$ cat src/gbn_pkg.sv
package gbn_pkg;

	localparam int MAX_WINDOW = 24;
	localparam int SEQ_W      = 5;
	localparam int OP_W       = 2;
	localparam int KIND_W     = 2;
	localparam int STAT_W     = 2;
	localparam int PADDR_W    = 3;
	localparam int PDATA_W    = 32;

	localparam logic [SEQ_W-1:0] WINDOW_RESET = SEQ_W'(10);

	typedef logic [SEQ_W-1:0] seq_t;

	typedef enum logic [OP_W-1:0] {
		OP_RX      = 2'd0,
		OP_SEND    = 2'd1,
		OP_TIMEOUT = 2'd2,
		OP_NONE    = 2'd3
	} op_t;

	typedef enum logic [KIND_W-1:0] {
		KIND_START = 2'd0,
		KIND_DATA  = 2'd1,
		KIND_END   = 2'd2,
		KIND_OTHER = 2'd3
	} kind_t;

	typedef enum logic [STAT_W-1:0] {
		ST_OK       = 2'd0,
		ST_SEQ_ERR  = 2'd1,
		ST_DATA_ERR = 2'd2
	} status_t;

	// Register word index decoded from paddr[PADDR_W-1:2]
	typedef enum logic {
		REG_WINDOW = 1'b0,
		REG_NONE   = 1'b1
	} reg_idx_t;

	typedef enum logic {
		ALU_INC    = 1'b0,
		ALU_REDUCE = 1'b1
	} alu_mode_t;

	typedef struct packed {
		alu_mode_t mode;
		seq_t      operand;
		seq_t      modulus;
	} alu_req_t;

	typedef struct packed {
		seq_t value;
		logic wrap;
	} alu_rsp_t;

endpackage

$ cat src/gbn_alu.sv
module gbn_alu (
	input  gbn_pkg::alu_req_t req,
	output gbn_pkg::alu_rsp_t rsp
);
	import gbn_pkg::*;

	logic [SEQ_W:0] sum;
	logic [SEQ_W:0] diff;
	logic           ge;

	// One adder and one compare/subtract serve both circular increment and
	// the reduction of an out-of-range number by the modulus.
	assign sum  = {1'b0, req.operand} + ((req.mode == ALU_INC) ? (SEQ_W+1)'(1) : '0);
	assign ge   = (sum >= {1'b0, req.modulus});
	assign diff = sum - {1'b0, req.modulus};

	always_comb begin
		rsp.wrap = ge;
		if (!ge) begin
			rsp.value = sum[SEQ_W-1:0];
		end else if (req.mode == ALU_INC) begin
			rsp.value = '0;
		end else begin
			rsp.value = diff[SEQ_W-1:0];
		end
	end

endmodule

$ cat src/go_back_n_window_controller.sv
// Channel   Direction  Handshake          Word
// in        input      in_valid/in_stall  op, rx_seq, rx_ack, rx_ok, rx_kind, new_is_end
// out       output     out_valid/out_stall transmit, tx_seq, tx_ack, is_retry, rx_status,
//                                         deliver, acked_count, sending_done, receiving, last
// cfg       APB        psel/penable/pready window_size at byte address 0
//
// Steps: one item at a time through a shared increment/reduce unit.
//   Idle takes the word, exec decodes it, release frees acknowledged frames (one
//   frame per cycle, then the stop check; good in-order receive only), mod folds the
//   expected sequence into range (a reduction only if the window shrank), then emit
//   loads the result words one at a time (n words on a timeout, else one).
// Reset: arst_n clears all sequence state and sets the window to 10.
// Stalls: out_stall holds the result register; the block waits in its emit step.
//   in_stall stays high from acceptance until the last result word is loaded.
module go_back_n_window_controller (
	input  logic                               clk,
	input  logic                               arst_n,
	// input channel
	input  logic                               in_valid,
	output logic                               in_stall,
	input  logic [gbn_pkg::OP_W-1:0]           op,
	input  logic [gbn_pkg::SEQ_W-1:0]          rx_seq,
	input  logic [gbn_pkg::SEQ_W-1:0]          rx_ack,
	input  logic                               rx_ok,
	input  logic [gbn_pkg::KIND_W-1:0]         rx_kind,
	input  logic                               new_is_end,
	// output channel
	output logic                               out_valid,
	input  logic                               out_stall,
	output logic                               transmit,
	output logic [gbn_pkg::SEQ_W-1:0]          tx_seq,
	output logic [gbn_pkg::SEQ_W-1:0]          tx_ack,
	output logic                               is_retry,
	output logic [gbn_pkg::STAT_W-1:0]         rx_status,
	output logic                               deliver,
	output logic [gbn_pkg::SEQ_W-1:0]          acked_count,
	output logic                               sending_done,
	output logic                               receiving,
	output logic                               last,
	// configuration port
	input  logic                               psel,
	input  logic                               penable,
	input  logic                               pwrite,
	input  logic [gbn_pkg::PADDR_W-1:0]        paddr,
	input  logic [gbn_pkg::PDATA_W-1:0]        pwdata,
	output logic [gbn_pkg::PDATA_W-1:0]        prdata,
	output logic                               pready
);
	import gbn_pkg::*;

	typedef enum logic [4:0] {
		S_IDLE = 5'b00001,
		S_EXEC = 5'b00010,
		S_REL  = 5'b00100,
		S_MOD  = 5'b01000,
		S_EMIT = 5'b10000
	} state_t;

	state_t   state_q;

	// configuration and link state
	seq_t     window_q;
	seq_t     expected_q;
	seq_t     next_tx_q;
	seq_t     oldest_q;
	seq_t     outstanding_q;
	seq_t     end_seq_q;
	logic     end_valid_q;
	logic     recv_active_q;
	logic     out_valid_q;

	// captured input word and per-item working registers
	op_t      op_q;
	seq_t     rx_seq_q;
	seq_t     rx_ack_q;
	logic     rx_ok_q;
	kind_t    rx_kind_q;
	logic     new_end_q;
	seq_t     rem_q;
	seq_t     idx_q;
	seq_t     cnt_q;
	logic     send_q;
	seq_t     send_seq_q;
	status_t  status_q;
	logic     deliver_q;
	seq_t     acked_q;

	// result register
	logic     transmit_q;
	seq_t     tx_seq_q;
	seq_t     tx_ack_q;
	logic     is_retry_q;
	status_t  rx_status_q;
	logic     deliver_out_q;
	seq_t     acked_out_q;
	logic     sending_done_q;
	logic     receiving_q;
	logic     last_q;

	seq_t     eff_win;
	seq_t     modulus;
	alu_req_t alu_req;
	alu_rsp_t alu_rsp;
	logic     accept;
	logic     load;
	logic     retry_now;
	logic     rel_step;
	logic     rx_good;
	logic     send_room;
	logic     cfg_wr;
	reg_idx_t cfg_idx;

	function automatic logic seq_between(seq_t a, seq_t b, seq_t c);
		return ((a <= b) && (b < c)) || ((c < a) && (a <= b)) || ((b < c) && (c < a));
	endfunction

	// Clamp the window to 1..MAX_WINDOW; sequence numbers run modulo window+1.
	always_comb begin
		if (window_q == '0) begin
			eff_win = SEQ_W'(1);
		end else if (window_q > SEQ_W'(MAX_WINDOW)) begin
			eff_win = SEQ_W'(MAX_WINDOW);
		end else begin
			eff_win = window_q;
		end
	end
	assign modulus = eff_win + SEQ_W'(1);

	assign accept    = in_valid && !in_stall;
	assign in_stall  = (state_q != S_IDLE);
	assign load      = (state_q == S_EMIT) && (!out_valid_q || !out_stall);
	assign retry_now = (cnt_q != '0);
	assign rx_good   = rx_ok_q && (rx_seq_q == expected_q);
	assign send_room = (outstanding_q < eff_win);
	assign rel_step  = (outstanding_q != '0) && seq_between(oldest_q, rx_ack_q, next_tx_q);

	// Pick the operand of the shared unit for the current step.
	always_comb begin
		alu_req.mode    = ALU_INC;
		alu_req.operand = expected_q;
		alu_req.modulus = modulus;
		unique case (state_q)
			S_EXEC: begin
				if (op_q == OP_SEND) begin
					alu_req.operand = next_tx_q;
				end
			end
			S_REL:  alu_req.operand = oldest_q;
			S_MOD: begin
				alu_req.mode    = ALU_REDUCE;
				alu_req.operand = rem_q;
			end
			S_EMIT: alu_req.operand = idx_q;
			default: alu_req.operand = expected_q;
		endcase
	end

	gbn_alu u_alu (
		.req (alu_req),
		.rsp (alu_rsp)
	);

	// APB: zero-wait writes, reads return the window register at its address and zero elsewhere.
	assign pready  = 1'b1;
	assign cfg_idx = reg_idx_t'(paddr[PADDR_W-1]);
	assign cfg_wr  = psel && penable && pwrite && (cfg_idx == REG_WINDOW);

	always_comb begin
		unique case (cfg_idx)
			REG_WINDOW: prdata = {{(PDATA_W-SEQ_W){1'b0}}, window_q};
			default:    prdata = '0;
		endcase
	end

	// Control state and sequencer
	always_ff @(posedge clk or negedge arst_n) begin
		if (!arst_n) begin
			state_q       <= S_IDLE;
			window_q      <= WINDOW_RESET;
			expected_q    <= '0;
			next_tx_q     <= '0;
			oldest_q      <= '0;
			outstanding_q <= '0;
			end_seq_q     <= '0;
			end_valid_q   <= 1'b0;
			recv_active_q <= 1'b0;
			out_valid_q   <= 1'b0;
		end else begin
			if (cfg_wr) begin
				window_q <= pwdata[SEQ_W-1:0];
			end

			// Drop the result word once taken unless a new one replaces it.
			if (load) begin
				out_valid_q <= 1'b1;
			end else if (!out_stall) begin
				out_valid_q <= 1'b0;
			end

			unique case (state_q)
				S_IDLE: begin
					if (accept) begin
						state_q <= S_EXEC;
					end
				end
				S_EXEC: begin
					// Only a good in-order frame goes on to release acknowledged frames.
					state_q <= ((op_q == OP_RX) && rx_good) ? S_REL : S_MOD;
					case (op_q)
						OP_RX: begin
							if (rx_good) begin
								case (rx_kind_q)
									KIND_START: recv_active_q <= 1'b1;
									KIND_END:   recv_active_q <= 1'b0;
									default:    recv_active_q <= recv_active_q;
								endcase
								expected_q <= alu_rsp.value;
							end
						end
						OP_SEND: begin
							if (send_room) begin
								if (new_end_q) begin
									end_seq_q   <= next_tx_q;
									end_valid_q <= 1'b1;
								end
								next_tx_q     <= alu_rsp.value;
								outstanding_q <= outstanding_q + SEQ_W'(1);
							end
						end
						default: ;
					endcase
				end
				S_REL: begin
					// Release one acknowledged frame per cycle.
					if (rel_step) begin
						outstanding_q <= outstanding_q - SEQ_W'(1);
						oldest_q      <= alu_rsp.value;
					end else begin
						state_q <= S_MOD;
					end
				end
				S_MOD: begin
					if (!alu_rsp.wrap) begin
						state_q <= S_EMIT;
					end
				end
				S_EMIT: begin
					if (load) begin
						if (!retry_now || (cnt_q == SEQ_W'(1))) begin
							state_q <= S_IDLE;
						end
						if (retry_now && (cnt_q == SEQ_W'(1))) begin
							next_tx_q <= alu_rsp.value;
						end
					end
				end
				default: state_q <= S_IDLE;
			endcase
		end
	end

	// Working and result registers
	always_ff @(posedge clk) begin
		if (accept) begin
			op_q       <= op_t'(op);
			rx_seq_q   <= rx_seq;
			rx_ack_q   <= rx_ack;
			rx_ok_q    <= rx_ok;
			rx_kind_q  <= kind_t'(rx_kind);
			new_end_q  <= new_is_end;
			cnt_q      <= '0;
			send_q     <= 1'b0;
			send_seq_q <= '0;
			status_q   <= ST_OK;
			deliver_q  <= 1'b0;
			acked_q    <= '0;
		end

		case (state_q)
			S_EXEC: begin
				// Fold the advanced expected sequence on a good frame, else the current one.
				rem_q <= ((op_q == OP_RX) && rx_good) ? alu_rsp.value : expected_q;
				case (op_q)
					OP_RX: begin
						if (!rx_ok_q) begin
							status_q <= ST_DATA_ERR;
						end else if (!rx_good) begin
							status_q <= ST_SEQ_ERR;
						end else begin
							status_q  <= ST_OK;
							deliver_q <= 1'b1;
						end
					end
					OP_SEND: begin
						if (send_room) begin
							send_q     <= 1'b1;
							send_seq_q <= next_tx_q;
						end
					end
					OP_TIMEOUT: begin
						idx_q <= oldest_q;
						cnt_q <= outstanding_q;
					end
					default: ;
				endcase
			end
			S_REL: begin
				if (rel_step) begin
					acked_q <= acked_q + SEQ_W'(1);
				end
			end
			S_MOD: begin
				if (alu_rsp.wrap) begin
					rem_q <= alu_rsp.value;
				end
			end
			S_EMIT: begin
				if (load) begin
					tx_ack_q       <= (rem_q == '0) ? eff_win : rem_q - SEQ_W'(1);
					sending_done_q <= end_valid_q && (oldest_q == end_seq_q);
					receiving_q    <= recv_active_q;
					if (retry_now) begin
						// Resend the outstanding frames from the oldest.
						transmit_q    <= 1'b1;
						tx_seq_q      <= idx_q;
						is_retry_q    <= 1'b1;
						rx_status_q   <= ST_OK;
						deliver_out_q <= 1'b0;
						acked_out_q   <= '0;
						last_q        <= (cnt_q == SEQ_W'(1));
						idx_q         <= alu_rsp.value;
						cnt_q         <= cnt_q - SEQ_W'(1);
					end else begin
						transmit_q    <= send_q;
						tx_seq_q      <= send_seq_q;
						is_retry_q    <= 1'b0;
						rx_status_q   <= status_q;
						deliver_out_q <= deliver_q;
						acked_out_q   <= acked_q;
						last_q        <= 1'b1;
					end
				end
			end
			default: ;
		endcase
	end

	assign out_valid    = out_valid_q;
	assign transmit     = transmit_q;
	assign tx_seq       = tx_seq_q;
	assign tx_ack       = tx_ack_q;
	assign is_retry     = is_retry_q;
	assign rx_status    = rx_status_q;
	assign deliver      = deliver_out_q;
	assign acked_count  = acked_out_q;
	assign sending_done = sending_done_q;
	assign receiving    = receiving_q;
	assign last         = last_q;

endmodule

$ cat config.mk
export PLATFORM = sky130hd
export DESIGN_NAME = go_back_n_window_controller
export DESIGN_NICKNAME = d
export VERILOG_FILES = /design/src/gbn_pkg.sv /design/src/gbn_alu.sv /design/src/go_back_n_window_controller.sv
export SDC_FILE = /design/constraint.sdc
export NUM_CORES = 1
export LEC_CHECK = 0
export BUFFER_PORTS_ARGS = -buffer_cell sky130_fd_sc_hd__buf_2
export CAP_MARGIN = 20
export CORE_ASPECT_RATIO = 1.2
export CORE_MARGIN = 10
export CORE_UTILIZATION = 46
export DETAILED_ROUTE_END_ITERATION = 8
export GPL_TIMING_DRIVEN = 0
export PLACE_DENSITY = 0.69
export SLEW_MARGIN = 20
export SYNTH_ARGS = -nofsm -noshare
export SYNTH_HDL_FRONTEND = slang
export SYNTH_SLANG_ARGS = --single-unit
$ cat constraint.sdc
create_clock -name clk -period 6.59 [get_ports clk]
set_input_delay 1.318 -clock clk [delete_from_list [all_inputs] [get_ports clk]]
set_output_delay 1.318 -clock clk [all_outputs]
set_load 0.02 [all_outputs]
### After elaboration in Yosys (flattened, before gate mapping)

Cells that the tools add are included.

* logic and storage cells: 179
* flip-flop bits (word level): 106
* output and inout bits: 58

* reductions and logical operators: 41
* bitwise logic cells: 1
* mux-type cells: 64
* eq/ne operators: 25
* add/subtract/negate cells: 8
* magnitude comparators: 6

Operators with widths (number)
* $mux 5: 36
* $pmux 5 s2: 5
* $pmux 5 s5: 1
* $pmux 5 s4: 1
* $ne 2x2->1 const B: 8
* $reduce_and 4->1: 4
* $add 5x1->5 const B: 3
* $lt 5x5->1: 3
* $mux 1: 15
* $sub 5x1->5 const B: 3
* $logic_and 1x1->1: 13
* $eq 5x1->1 const B: 2
* $eq 5x5->1: 2
* $logic_not 5->1: 2
* $ne 2x1->1 const B: 5
* $reduce_and 5->1: 2
* $reduce_bool 5->1: 2
* $mux 2: 4
* $reduce_bool 2->1: 4
* $add 5x1->6: 1
* $ge 6x5->1: 1
* $reduce_and 2->1: 3
* $eq 5x2->1 const B: 1
* $eq 5x3->1 const B: 1
* 15 further kinds: 23

### Longest topological paths before layout

Gate-level depths: netlist (run 1).

* depth after elaboration: 10
* mapped depth: 20
* gate-level depth less buffers: 18

### Hierarchy

From an unflattened synthesis (run 1), not the netlist that was laid out.

* cell total of the unflattened synthesis: 531
* area, all modules: 5773.0 µm²

Modules (own cells, without submodules)
* go_back_n_window_controller: sequential area each 2806.4 µm², times used 1, cells an instance 481, area each 5378.9 µm²
* gbn_alu: sequential area each 0.0 µm², times used 1, cells an instance 50, area each 394.1 µm²

### Worst setup path before layout (run 1)

OpenSTA, ideal clock, no wires.

* path kind: register -> register
* start: register state_q[0]
* end: register rem_q[4], data pin
* stages on the path, launching flop included: 21
* clock period less this slack: 4.324 ns
* path buffers: 2
* arrival time: 4.064 ns
* path slack: 2.266 ns
* path through: dfstp_2 > buf_2 > or3_1 > buf_2 > nor2_4 > nor3_2 > nand2_1 > nand3_1 > ha_1 > ha_1 > inv_1 > nor3_1 > xnor2_1 > ha_1 > nand2_1 > o21ai_0 > inv_1 > and2_1 > o2bb2ai_2 > nor3_1 > a21oi_1

* cells in the longest elaborated chain, start to end: 9

Ends and longest elaborated chain
* start: declaration: RTL line go_back_n_window_controller.sv:59 `state_t state_q;`
* start signal: assignment: RTL line go_back_n_window_controller.sv:208 `state_q <= ((op_q == OP_RX) && rx_good) ? S_REL : S_MOD;`
* $eq 5x4->1: RTL line go_back_n_window_controller.sv:142, go_back_n_window_controller.sv:279
* $mux 1: RTL line go_back_n_window_controller.sv:142 `unique case (state_q)`
* $mux 1: RTL line gbn_alu.sv:13 `assign sum = {1'b0, req.operand} + ((req.mode == ALU_INC) ? (SEQ_W+1)'(1) : '0);`
* $add 5x1->6: RTL line gbn_alu.sv:13
* $sub 5x5->5: RTL line gbn_alu.sv:15 `assign diff = sum - {1'b0, req.modulus};`
* $mux 5: RTL line gbn_alu.sv:21 `end else if (req.mode == ALU_INC) begin`
* $mux 5: RTL line gbn_alu.sv:19 `if (!ge) begin`
* $mux 5 (on tied branches): RTL line go_back_n_window_controller.sv:313, go_back_n_window_controller.sv:282
* $pmux 5 s2 (*): RTL line go_back_n_window_controller.sv:279 `case (state_q)`
* end signal: assignment: RTL line go_back_n_window_controller.sv:282 `rem_q <= ((op_q == OP_RX) && rx_good) ? alu_rsp.value : expected_q;`
* end signal: assignment: RTL line go_back_n_window_controller.sv:314 `rem_q <= alu_rsp.value;`
* end: declaration: RTL line go_back_n_window_controller.sv:79 `seq_t rem_q;`

Every way passes the cells marked *; elsewhere a longest branch is shown, timed or not. The select of a mux whose other input is x is not followed.
A chain may end at the register's enable or synchronous reset.

### Worst setup path in the final report (run 1)

Same ends and word-level chain as after synthesis.

==> results of run 1 <==
==> power groups by stage <==
stage	clock network, mW	registers (mW)	logic [mW]
3_5_place_dp	0	0.957	0.779
3_3_place_gp	0	0.954	0.745
2_1_floorplan	0	0.922	0.585
4_1_cts	0.505	0.945	0.782
5_1_grt	0.535	0.964	0.883
6_report	0.494	0.947	0.781
==> cells by family (layout without fill, tap and decap cells) <==
logic type / after synthesis / count (layout) / share of synthesized area [%]
other: 2 / 28 / 0.1297
muxes: 25 / 25 / 4.709
xor gates and xnor gates: 28 / 28 / 4.234
AOI/OAI and AO/OA: 108 / 108 / 12.72
buffers and inverters: 79 / 154 / 6.978
and+or+nand+nor: 175 / 175 / 14.99
DFF: 106 / 106 / 48.46
adders and majority gates: 35 / 35 / 7.777
==> Yosys cell counts, types with 6 or more instances <==
library cell,number
sky130_fd_sc_hd__nand2_1,69
sky130_fd_sc_hd__mux2_2,18
sky130_fd_sc_hd__inv_1,38
sky130_fd_sc_hd__xnor2_1,17
sky130_fd_sc_hd__clkbuf_1,11
sky130_fd_sc_hd__dfxtp_1,19
sky130_fd_sc_hd__xor2_1,11
sky130_fd_sc_hd__edfxtp_1,49
sky130_fd_sc_hd__a21oi_1,24
sky130_fd_sc_hd__ha_1,32
sky130_fd_sc_hd__buf_4,28
sky130_fd_sc_hd__o21ai_0,35
sky130_fd_sc_hd__nor3_1,14
sky130_fd_sc_hd__mux2i_1,7
sky130_fd_sc_hd__and3_1,11
sky130_fd_sc_hd__nor2_1,27
sky130_fd_sc_hd__dfrtp_1,35
sky130_fd_sc_hd__a31oi_1,6
sky130_fd_sc_hd__nand2b_1,11
sky130_fd_sc_hd__nand3_1,11
sky130_fd_sc_hd__a21o_1,9
==> cells in the final DEF, fill, tap and decap left out, types with 3 or more instances in the layout <==
cell type	synthesis	final
sky130_fd_sc_hd__a21o_1	9	9
sky130_fd_sc_hd__a21oi_1	24	23
sky130_fd_sc_hd__a221o_1	3	3
sky130_fd_sc_hd__a22o_1	4	4
sky130_fd_sc_hd__a31oi_1	6	6
sky130_fd_sc_hd__and2_1	3	3
sky130_fd_sc_hd__and3_1	11	11
sky130_fd_sc_hd__buf_2	2	60
sky130_fd_sc_hd__buf_4	28	28
sky130_fd_sc_hd__clkbuf_1	11	12
sky130_fd_sc_hd__clkbuf_16	0	9
sky130_fd_sc_hd__clkinvlp_4	0	3
sky130_fd_sc_hd__conb_1	2	28
sky130_fd_sc_hd__dfrtp_1	35	35
sky130_fd_sc_hd__dfstp_2	3	3
sky130_fd_sc_hd__dfxtp_1	19	19
sky130_fd_sc_hd__edfxtp_1	49	49
sky130_fd_sc_hd__ha_1	32	32
sky130_fd_sc_hd__inv_1	38	38
sky130_fd_sc_hd__mux2_2	18	18
sky130_fd_sc_hd__mux2i_1	7	7
sky130_fd_sc_hd__nand2_1	69	69
sky130_fd_sc_hd__nand2b_1	11	11
sky130_fd_sc_hd__nand3_1	11	11
sky130_fd_sc_hd__nand4_1	3	3
sky130_fd_sc_hd__nor2_1	27	27
sky130_fd_sc_hd__nor2b_1	4	4
sky130_fd_sc_hd__nor3_1	14	14
sky130_fd_sc_hd__nor4_1	4	4
sky130_fd_sc_hd__o21ai_0	35	35
sky130_fd_sc_hd__o221ai_1	3	3
sky130_fd_sc_hd__o31ai_1	3	3
sky130_fd_sc_hd__or2_2	4	4
sky130_fd_sc_hd__xnor2_1	17	17
sky130_fd_sc_hd__xor2_1	11	11
==> final timing paths <==
check                              from             to  slack (ns)
max in group asynchronous        arst_n  expected_q[1]        4.90
setup reg to reg             state_q[0]       rem_q[4]        1.56
hold / removal             rx_kind_q[1]  recv_active_q        0.45
min in group asynchronous        arst_n      out_valid        1.11
setup / recovery             state_q[0]       rem_q[4]        1.56
hold reg to reg            rx_kind_q[1]  recv_active_q        0.45
==> cell type report <==
cell class	count	area [um2]	area share [%]
Sequential cell	106	2806	41.93
Multi-Input combinational cell	399	2690	40.19
Timing Repair Buffer	59	317.8	4.748
Buffer	41	261.5	3.907
Clock buffer	10	229.0	3.421
Tap cell	161	201.4	3.009
Inverter	38	142.6	2.131
Clock inverter	6	45.04	0.6729
==> routing by layer <==
metal	global-route usage (%)	vias up	share of wire, %
met2	28.38	127	52
li1	-	2114	-
met4	5.155	0	1.8
met5	0	-	0
met1	18.64	2082	40
met3	3.826	20	6.7
==> run_summary.xml, run 1 <==
<?xml version="1.0" encoding="UTF-8"?>
<metrics>
  <group name="timing">
    <metric name="report.final.setup_viol" unit="">0</metric>
    <metric name="final_max_slew_violation_count" unit="">0</metric>
    <metric name="max_slew_headroom" unit="%">35.71</metric>
    <metric name="final_worst_path_period_share" unit="%">76.31</metric>
    <metric name="achievable-frequency" unit="GHz">0.1988</metric>
    <metric name="fin_skew" unit="ns">0.007027</metric>
    <metric name="hold_viol" unit="">0</metric>
    <metric name="setup_repair_after_global_routing_missed_its_margin" unit="">false</metric>
    <metric name="fin_setup_tns" unit="ns">0</metric>
    <metric name="shortest_clock_period_the_worst_path_allows_after_layout" unit="ns">5.029</metric>
    <metric name="worst_slew_pin_slew" unit="ns">0.9517</metric>
    <metric name="final.hold.worst_slack" unit="ns">0.4458</metric>
    <metric name="finalWorstSetupSlack" unit="ns">1.561</metric>
  </group>
  <group name="yosys">
    <metric name="synth_top_flop_cell" unit="">sky130_fd_sc_hd__edfxtp_1</metric>
    <metric name="synth-edff-count" unit="">49</metric>
    <metric name="post_synth.cell_area_avg" unit="um2">10.38</metric>
    <metric name="yosysSeqAreaShare" unit="%">48.46</metric>
    <metric name="summed_instance_area_of_the_synthesized_netlist" unit="um2">5792</metric>
    <metric name="top_area_cells_in_the_synthesized_netlist" unit="">sky130_fd_sc_hd__edfxtp_1 (25%), sky130_fd_sc_hd__dfrtp_1 (15%), sky130_fd_sc_hd__ha_1 (6.9%), sky130_fd_sc_hd__dfxtp_1 (6.6%), sky130_fd_sc_hd__nand2_1 (4.5%)</metric>
    <metric name="ys_ff_latch" unit="">106</metric>
    <metric name="synth_largest_type_area_fraction" unit="%">25.41</metric>
    <metric name="post_synthesis_cells" unit="">558</metric>
    <metric name="synth.distinct_cells" unit="">63</metric>
    <metric name="yosysWarnings" unit="">0</metric>
    <metric name="synthDominantAreaCellType" unit="">sky130_fd_sc_hd__edfxtp_1</metric>
    <metric name="async_reset_ff_share" unit="%">35.85</metric>
  </group>
  <group name="power">
    <metric name="switching_portion_of_total_power" unit="%">37.26</metric>
    <metric name="power.internal" unit="mW">1.394</metric>
    <metric name="leakage" unit="nW">3.010</metric>
    <metric name="seqPwrFrac" unit="%">42.6</metric>
    <metric name="total_switching_power" unit="mW">0.8280</metric>
    <metric name="power.combinational.fraction" unit="%">35.2</metric>
    <metric name="vdd.ir_drop.worst" unit="mV">0.1523</metric>
    <metric name="total_power" unit="mW">2.222</metric>
    <metric name="power_density" unit="nW/um2">332.0</metric>
    <metric name="power.share.clock" unit="%">22.2</metric>
  </group>
  <group name="setup_path">
    <metric name="critical_path.endpoint_type" unit="">flip-flop</metric>
    <metric name="crit_path_frequent_cell" unit="">sky130_fd_sc_hd__ha_1</metric>
    <metric name="critPathTopFamily" unit="">simple AND/OR/NAND/NOR gates</metric>
    <metric name="worst_setup_path_start_kind" unit="">flip-flop</metric>
    <metric name="cp.arrival" unit="ns">5.12</metric>
    <metric name="critPathRequiredTime" unit="ns">6.68</metric>
    <metric name="critPathSlowestCell" unit="">sky130_fd_sc_hd__o21ai_0</metric>
    <metric name="worst-path-stages" unit="">20</metric>
    <metric name="path_cells" unit="">buf_2, or3_1, buf_2, nor2_4, nor3_2, nand2_1, nand3_1, ha_1, ha_1, inv_1, nor3_1, xnor2_1, ha_1, nand2_1, o21ai_0, inv_1, and2_1, o2bb2ai_2, nor3_1, a21oi_1</metric>
    <metric name="timing.reg2reg.worst_path_depth" unit="">20</metric>
    <metric name="critical_path.n_buffers_inverters" unit="">4</metric>
    <metric name="critical_path_class" unit="">flip-flop to flip-flop</metric>
    <metric name="largest_fanout_on_the_critical_path" unit="">9</metric>
    <metric name="cp_slowest_stage_delay" unit="ns">0.67</metric>
  </group>
  <group name="run_status">
    <metric name="outcome" unit="">complete, no violations</metric>
  </group>
  <group name="clock_tree">
    <metric name="cts-root-to-sink-buffers" unit="">2</metric>
    <metric name="tritoncts" unit="">done</metric>
    <metric name="clock_sink_count" unit="">106</metric>
    <metric name="post-cts-setup-buffer-count" unit="">0</metric>
    <metric name="ctsHtreeMaxLevel" unit="">3</metric>
    <metric name="clk_pin_slew" unit="ns">0.06</metric>
    <metric name="cts.hold.buffers_added" unit="">0</metric>
    <metric name="clock_insertion_delay_worst_skew" unit="ns">0.34</metric>
    <metric name="cts_resized" unit="">0</metric>
    <metric name="cts-buffers-inserted" unit="">9</metric>
    <metric name="root_buf_cell" unit="">sky130_fd_sc_hd__clkbuf_16</metric>
  </group>
  <group name="grt">
    <metric name="grt.total_usage" unit="%">16.06</metric>
    <metric name="first_global_vias" unit="">4471</metric>
    <metric name="grt_overflow_total" unit="">0</metric>
    <metric name="antenna_found_initial" unit="">0</metric>
    <metric name="grt_max_degree" unit="">39</metric>
    <metric name="grt_pass1_wl" unit="mm">22.51</metric>
  </group>
  <group name="placement">
    <metric name="post_dp_hpwl" unit="mm">10.55</metric>
    <metric name="dp_worst_setup_slack" unit="ns">1.665</metric>
    <metric name="place.detailed.instances" unit="">804</metric>
    <metric name="io_buffers" unit="">58</metric>
    <metric name="placement.cell_area" unit="um2">6420</metric>
    <metric name="routabilityCongestion" unit="">0.9186</metric>
  </group>
  <group name="floorplan">
    <metric name="initial_utilization" unit="%">47.39</metric>
    <metric name="core" unit="um2">12220</metric>
    <metric name="die_h" unit="um">142.9</metric>
    <metric name="die_x" unit="um">122.4</metric>
    <metric name="io_pins" unit="">116</metric>
    <metric name="die_area" unit="um2">17500</metric>
    <metric name="num_rows" unit="">44</metric>
  </group>
  <group name="detailed_routing">
    <metric name="drt-pass1-iter-count" unit="">6</metric>
    <metric name="routed_wire_length_per_instance" unit="um">16.60</metric>
    <metric name="post_drt_via_cell_ratio" unit="">5.296</metric>
    <metric name="detailroute.via_count" unit="">4343</metric>
    <metric name="drt-initial-drc-count" unit="">297</metric>
    <metric name="drt.antenna.violating_nets" unit="">0</metric>
    <metric name="drc" unit="">0</metric>
    <metric name="drt_wl_total" unit="mm">13.61</metric>
  </group>
  <group name="final_layout">
    <metric name="post_layout_nonfiller_instances" unit="">820</metric>
    <metric name="filler_cell_count" unit="">1115</metric>
    <metric name="n_antenna_cell" unit="">0</metric>
    <metric name="area_growth" unit="%">15.58</metric>
    <metric name="layout.nets" unit="">746</metric>
    <metric name="drive_above_1_share" unit="%">21.70</metric>
    <metric name="final_area" unit="um2">6694</metric>
    <metric name="layout.core_utilization" unit="%">54.77</metric>
  </group>
  <group name="job">
    <metric name="drv.max_cap_violation_count" unit="">0</metric>
  </group>
  <group name="hold_path">
    <metric name="hold_depth" unit="">1</metric>
    <metric name="hp-class" unit="">flip-flop to flip-flop</metric>
  </group>
</metrics>
No activity file was read; power rests on OpenSTA's default activity.
==> inputs of run 2 (changes only) <==
- PLACE_DENSITY: 0.69 -> 0.71
- clock period: 6.59 -> 4.1 ns (I/O delays scaled with it)
==> run 2 against run 1 <==
  * Setup slack got worse by 1.5 ns
  * Flip-flop and latch count did not move
  * Power rose by 70%
  * Utilization rose by 2.5 points
  * Die area did not move
  * Routed wire length rose by 5.5%
  * Clock skew rose by 0.0033 ns
  * Register-to-register slack got worse by 1.5 ns
  * Non-clock buffer count rose by 18
  * Cell area rose by 4.7%
  * Final cell count rose by 2.2%
  * Combinational power rose by 78%
==> run_summary.xml, run 2 (synthesis results as in run 1) <==
<?xml version="1.0" encoding="UTF-8"?>
<metrics>
  <group name="run_status">
    <metric name="outcome" unit="">complete, no violations</metric>
  </group>
  <group name="detailed_routing">
    <metric name="drt.antenna.violating_nets" unit="">0</metric>
    <metric name="routed_wire_length_per_instance" unit="um">17.14</metric>
    <metric name="detailroute.via_count" unit="">4489</metric>
    <metric name="drt-pass1-iter-count" unit="">5</metric>
    <metric name="post_drt_via_cell_ratio" unit="">5.357</metric>
    <metric name="drt-initial-drc-count" unit="">390</metric>
    <metric name="drt_wl_total" unit="mm">14.37</metric>
    <metric name="drc" unit="">0</metric>
  </group>
  <group name="power">
    <metric name="leakage" unit="nW">3.164</metric>
    <metric name="power_density" unit="nW/um2">538.7</metric>
    <metric name="vdd.ir_drop.worst" unit="mV">0.2371</metric>
  </group>
  <group name="grt">
    <metric name="grt_overflow_total" unit="">0</metric>
    <metric name="antenna_found_initial" unit="">0</metric>
    <metric name="grt_max_degree" unit="">39</metric>
    <metric name="first_global_vias" unit="">4447</metric>
    <metric name="grt.total_usage" unit="%">15.96</metric>
    <metric name="grt_pass1_wl" unit="mm">22.16</metric>
  </group>
  <group name="placement">
    <metric name="post_dp_hpwl" unit="mm">10.51</metric>
    <metric name="io_buffers" unit="">58</metric>
    <metric name="dp_worst_setup_slack" unit="ns">-0.3620</metric>
    <metric name="routabilityCongestion" unit="">0.9167</metric>
  </group>
  <group name="setup_path">
    <metric name="worst_setup_path_start_kind" unit="">flip-flop</metric>
    <metric name="reg2reg_to" unit="">rem_q[4]</metric>
    <metric name="cp.arrival" unit="ns">4.17</metric>
    <metric name="critical_path.n_buffers_inverters" unit="">3</metric>
    <metric name="path_cells" unit="">or4b_4, buf_4, nor2_2, a22o_1, or3_1, ha_4, inv_2, nor3_4, xnor2_1, ha_1, nand2_1, o21ai_4, inv_2, and2_1, o2bb2ai_4, nor3_2, a21oi_1</metric>
    <metric name="crit_path_end" unit="">rem_q[4]</metric>
    <metric name="crit_path_frequent_cell" unit="">sky130_fd_sc_hd__inv_2</metric>
    <metric name="critPathSlowestCell" unit="">sky130_fd_sc_hd__or4b_4</metric>
    <metric name="worst-r2r-setup-slack" unit="ns">0.02</metric>
    <metric name="critPathRequiredTime" unit="ns">4.19</metric>
    <metric name="worst-path-stages" unit="">17</metric>
    <metric name="critical_path.endpoint_type" unit="">flip-flop</metric>
    <metric name="largest_fanout_on_the_critical_path" unit="">6</metric>
    <metric name="crit_path_from" unit="">state_q[2]</metric>
    <metric name="critPathTopFamily" unit="">simple AND/OR/NAND/NOR gates</metric>
    <metric name="timing.reg2reg.worst_path_depth" unit="">17</metric>
    <metric name="cp_slowest_stage_delay" unit="ns">0.57</metric>
    <metric name="critical_path_class" unit="">flip-flop to flip-flop</metric>
    <metric name="r2r-start" unit="">state_q[2]</metric>
  </group>
  <group name="timing">
    <metric name="shortest_clock_period_the_worst_path_allows_after_layout" unit="ns">4.083</metric>
    <metric name="final.hold.worst_slack" unit="ns">0.4394</metric>
    <metric name="hold_viol" unit="">0</metric>
    <metric name="achievable-frequency" unit="GHz">0.2449</metric>
    <metric name="worst_slew_pin_slew" unit="ns">0.9829</metric>
    <metric name="finalWorstSetupSlack" unit="ns">0.01670</metric>
    <metric name="max_slew_headroom" unit="%">33.61</metric>
    <metric name="fin_skew" unit="ns">0.01035</metric>
    <metric name="final_max_slew_violation_count" unit="">0</metric>
    <metric name="report.final.setup_viol" unit="">0</metric>
    <metric name="final_worst_path_period_share" unit="%">99.59</metric>
    <metric name="setup_repair_after_global_routing_missed_its_margin" unit="">true</metric>
  </group>
  <group name="floorplan">
    <metric name="num_rows" unit="">44</metric>
    <metric name="die_h" unit="um">142.9</metric>
    <metric name="initial_utilization" unit="%">47.39</metric>
    <metric name="die_area" unit="um2">17500</metric>
    <metric name="io_pins" unit="">116</metric>
    <metric name="core" unit="um2">12220</metric>
    <metric name="die_x" unit="um">122.4</metric>
  </group>
  <group name="clock_tree">
    <metric name="tritoncts" unit="">done</metric>
    <metric name="cts-root-to-sink-buffers" unit="">2</metric>
    <metric name="cts-buffers-inserted" unit="">9</metric>
    <metric name="root_buf_cell" unit="">sky130_fd_sc_hd__clkbuf_16</metric>
    <metric name="clock_sink_count" unit="">106</metric>
    <metric name="ctsHtreeMaxLevel" unit="">3</metric>
    <metric name="cts.hold.buffers_added" unit="">0</metric>
    <metric name="clock_insertion_delay_worst_skew" unit="ns">0.35</metric>
    <metric name="clk_pin_slew" unit="ns">0.07</metric>
  </group>
  <group name="final_layout">
    <metric name="layout.core_utilization" unit="%">57.32</metric>
    <metric name="layout.nets" unit="">764</metric>
    <metric name="filler_cell_count" unit="">1071</metric>
    <metric name="drive_above_1_share" unit="%">26.74</metric>
    <metric name="layout_common_cells" unit="">sky130_fd_sc_hd__nand2_1 (69), sky130_fd_sc_hd__buf_2 (58), sky130_fd_sc_hd__edfxtp_1 (49)</metric>
    <metric name="area_growth" unit="%">20.95</metric>
    <metric name="n_antenna_cell" unit="">0</metric>
    <metric name="layout.cells.most_common" unit="">sky130_fd_sc_hd__nand2_1</metric>
  </group>
  <group name="job">
    <metric name="drv.max_cap_violation_count" unit="">0</metric>
  </group>
  <group name="hold_path">
    <metric name="hp-class" unit="">flip-flop to flip-flop</metric>
  </group>
</metrics>
run 2: metal layers:
| metal | routed length (um) | track usage [%] |
|---|---|---|
| met1 | 5288 | 17.19 |
| met3 | 981 | 3.590 |
| met4 | 449 | 6.957 |
| met5 | 0 | 0 |
| met2 | 7646 | 29.06 |
run 2: what timing repair did:
item	CTS	global route
endpoints found under the setup margin	24	22
gates resized for setup	11	24
pin swaps	4	14
buffers inserted	7	12
run 2: worst min path at each step:
stage / start / endpoint / slack (ns) / cells after the start
final: deliver_q / deliver_q / 0.44 / 2
after global routing: recv_active_q / receiving / 0.46 / 0
after CTS: deliver_q / deliver_q / 0.45 / 2
after detailed placement: deliver_q / deliver_q / 0.43 / 2
after global placement: rx_kind_q[1] / recv_active_q / 0.42 / 1
after floorplan: rx_kind_q[1] / recv_active_q / 0.41 / 1
run 2: power breakdown:
group | switching (mW) | leakage (nW) | internal (mW)
clock | 0.389 | 0.140 | 0.455
sequential | 0.198 | 1.10 | 1.34
combinational | 0.828 | 1.93 | 0.562
run 2: cell type report:
class	instances	area [um2]	area share (%)
clock buffer	12	257.7	3.679
timing repair buffer	78	464.2	6.626
multi-input combinational	399	2829	40.38
clock inverter	4	32.53	0.4644
inverter	38	142.6	2.036
tap	161	201.4	2.876
buffer	40	266.5	3.804
sequential	106	2811	40.13
run 2: per-stage QoR:
step	setup TNS (ns)	power (mW)	instances	area (um2)
floorplan	0	2.430	584	5893
global placement	-5.307	2.730	803	6385
finish	0	3.774	838	7005
global route	-0.3082	3.999	838	7005
detailed placement	-4.464	2.796	804	6424
CTS	0	3.675	826	6817
run 2: worst reg2reg max path, delay by kind of cell, from the launching register on:
family,cells,cell delay [ns]
flip-flops,1,0.42
buffers and inverters,3,0.33
XOR/XNOR,1,0.10
AO/OA/AOI/OAI,4,0.75
AND/OR/NAND/NOR,7,1.68
adder cells (fa/ha/maj),2,0.55
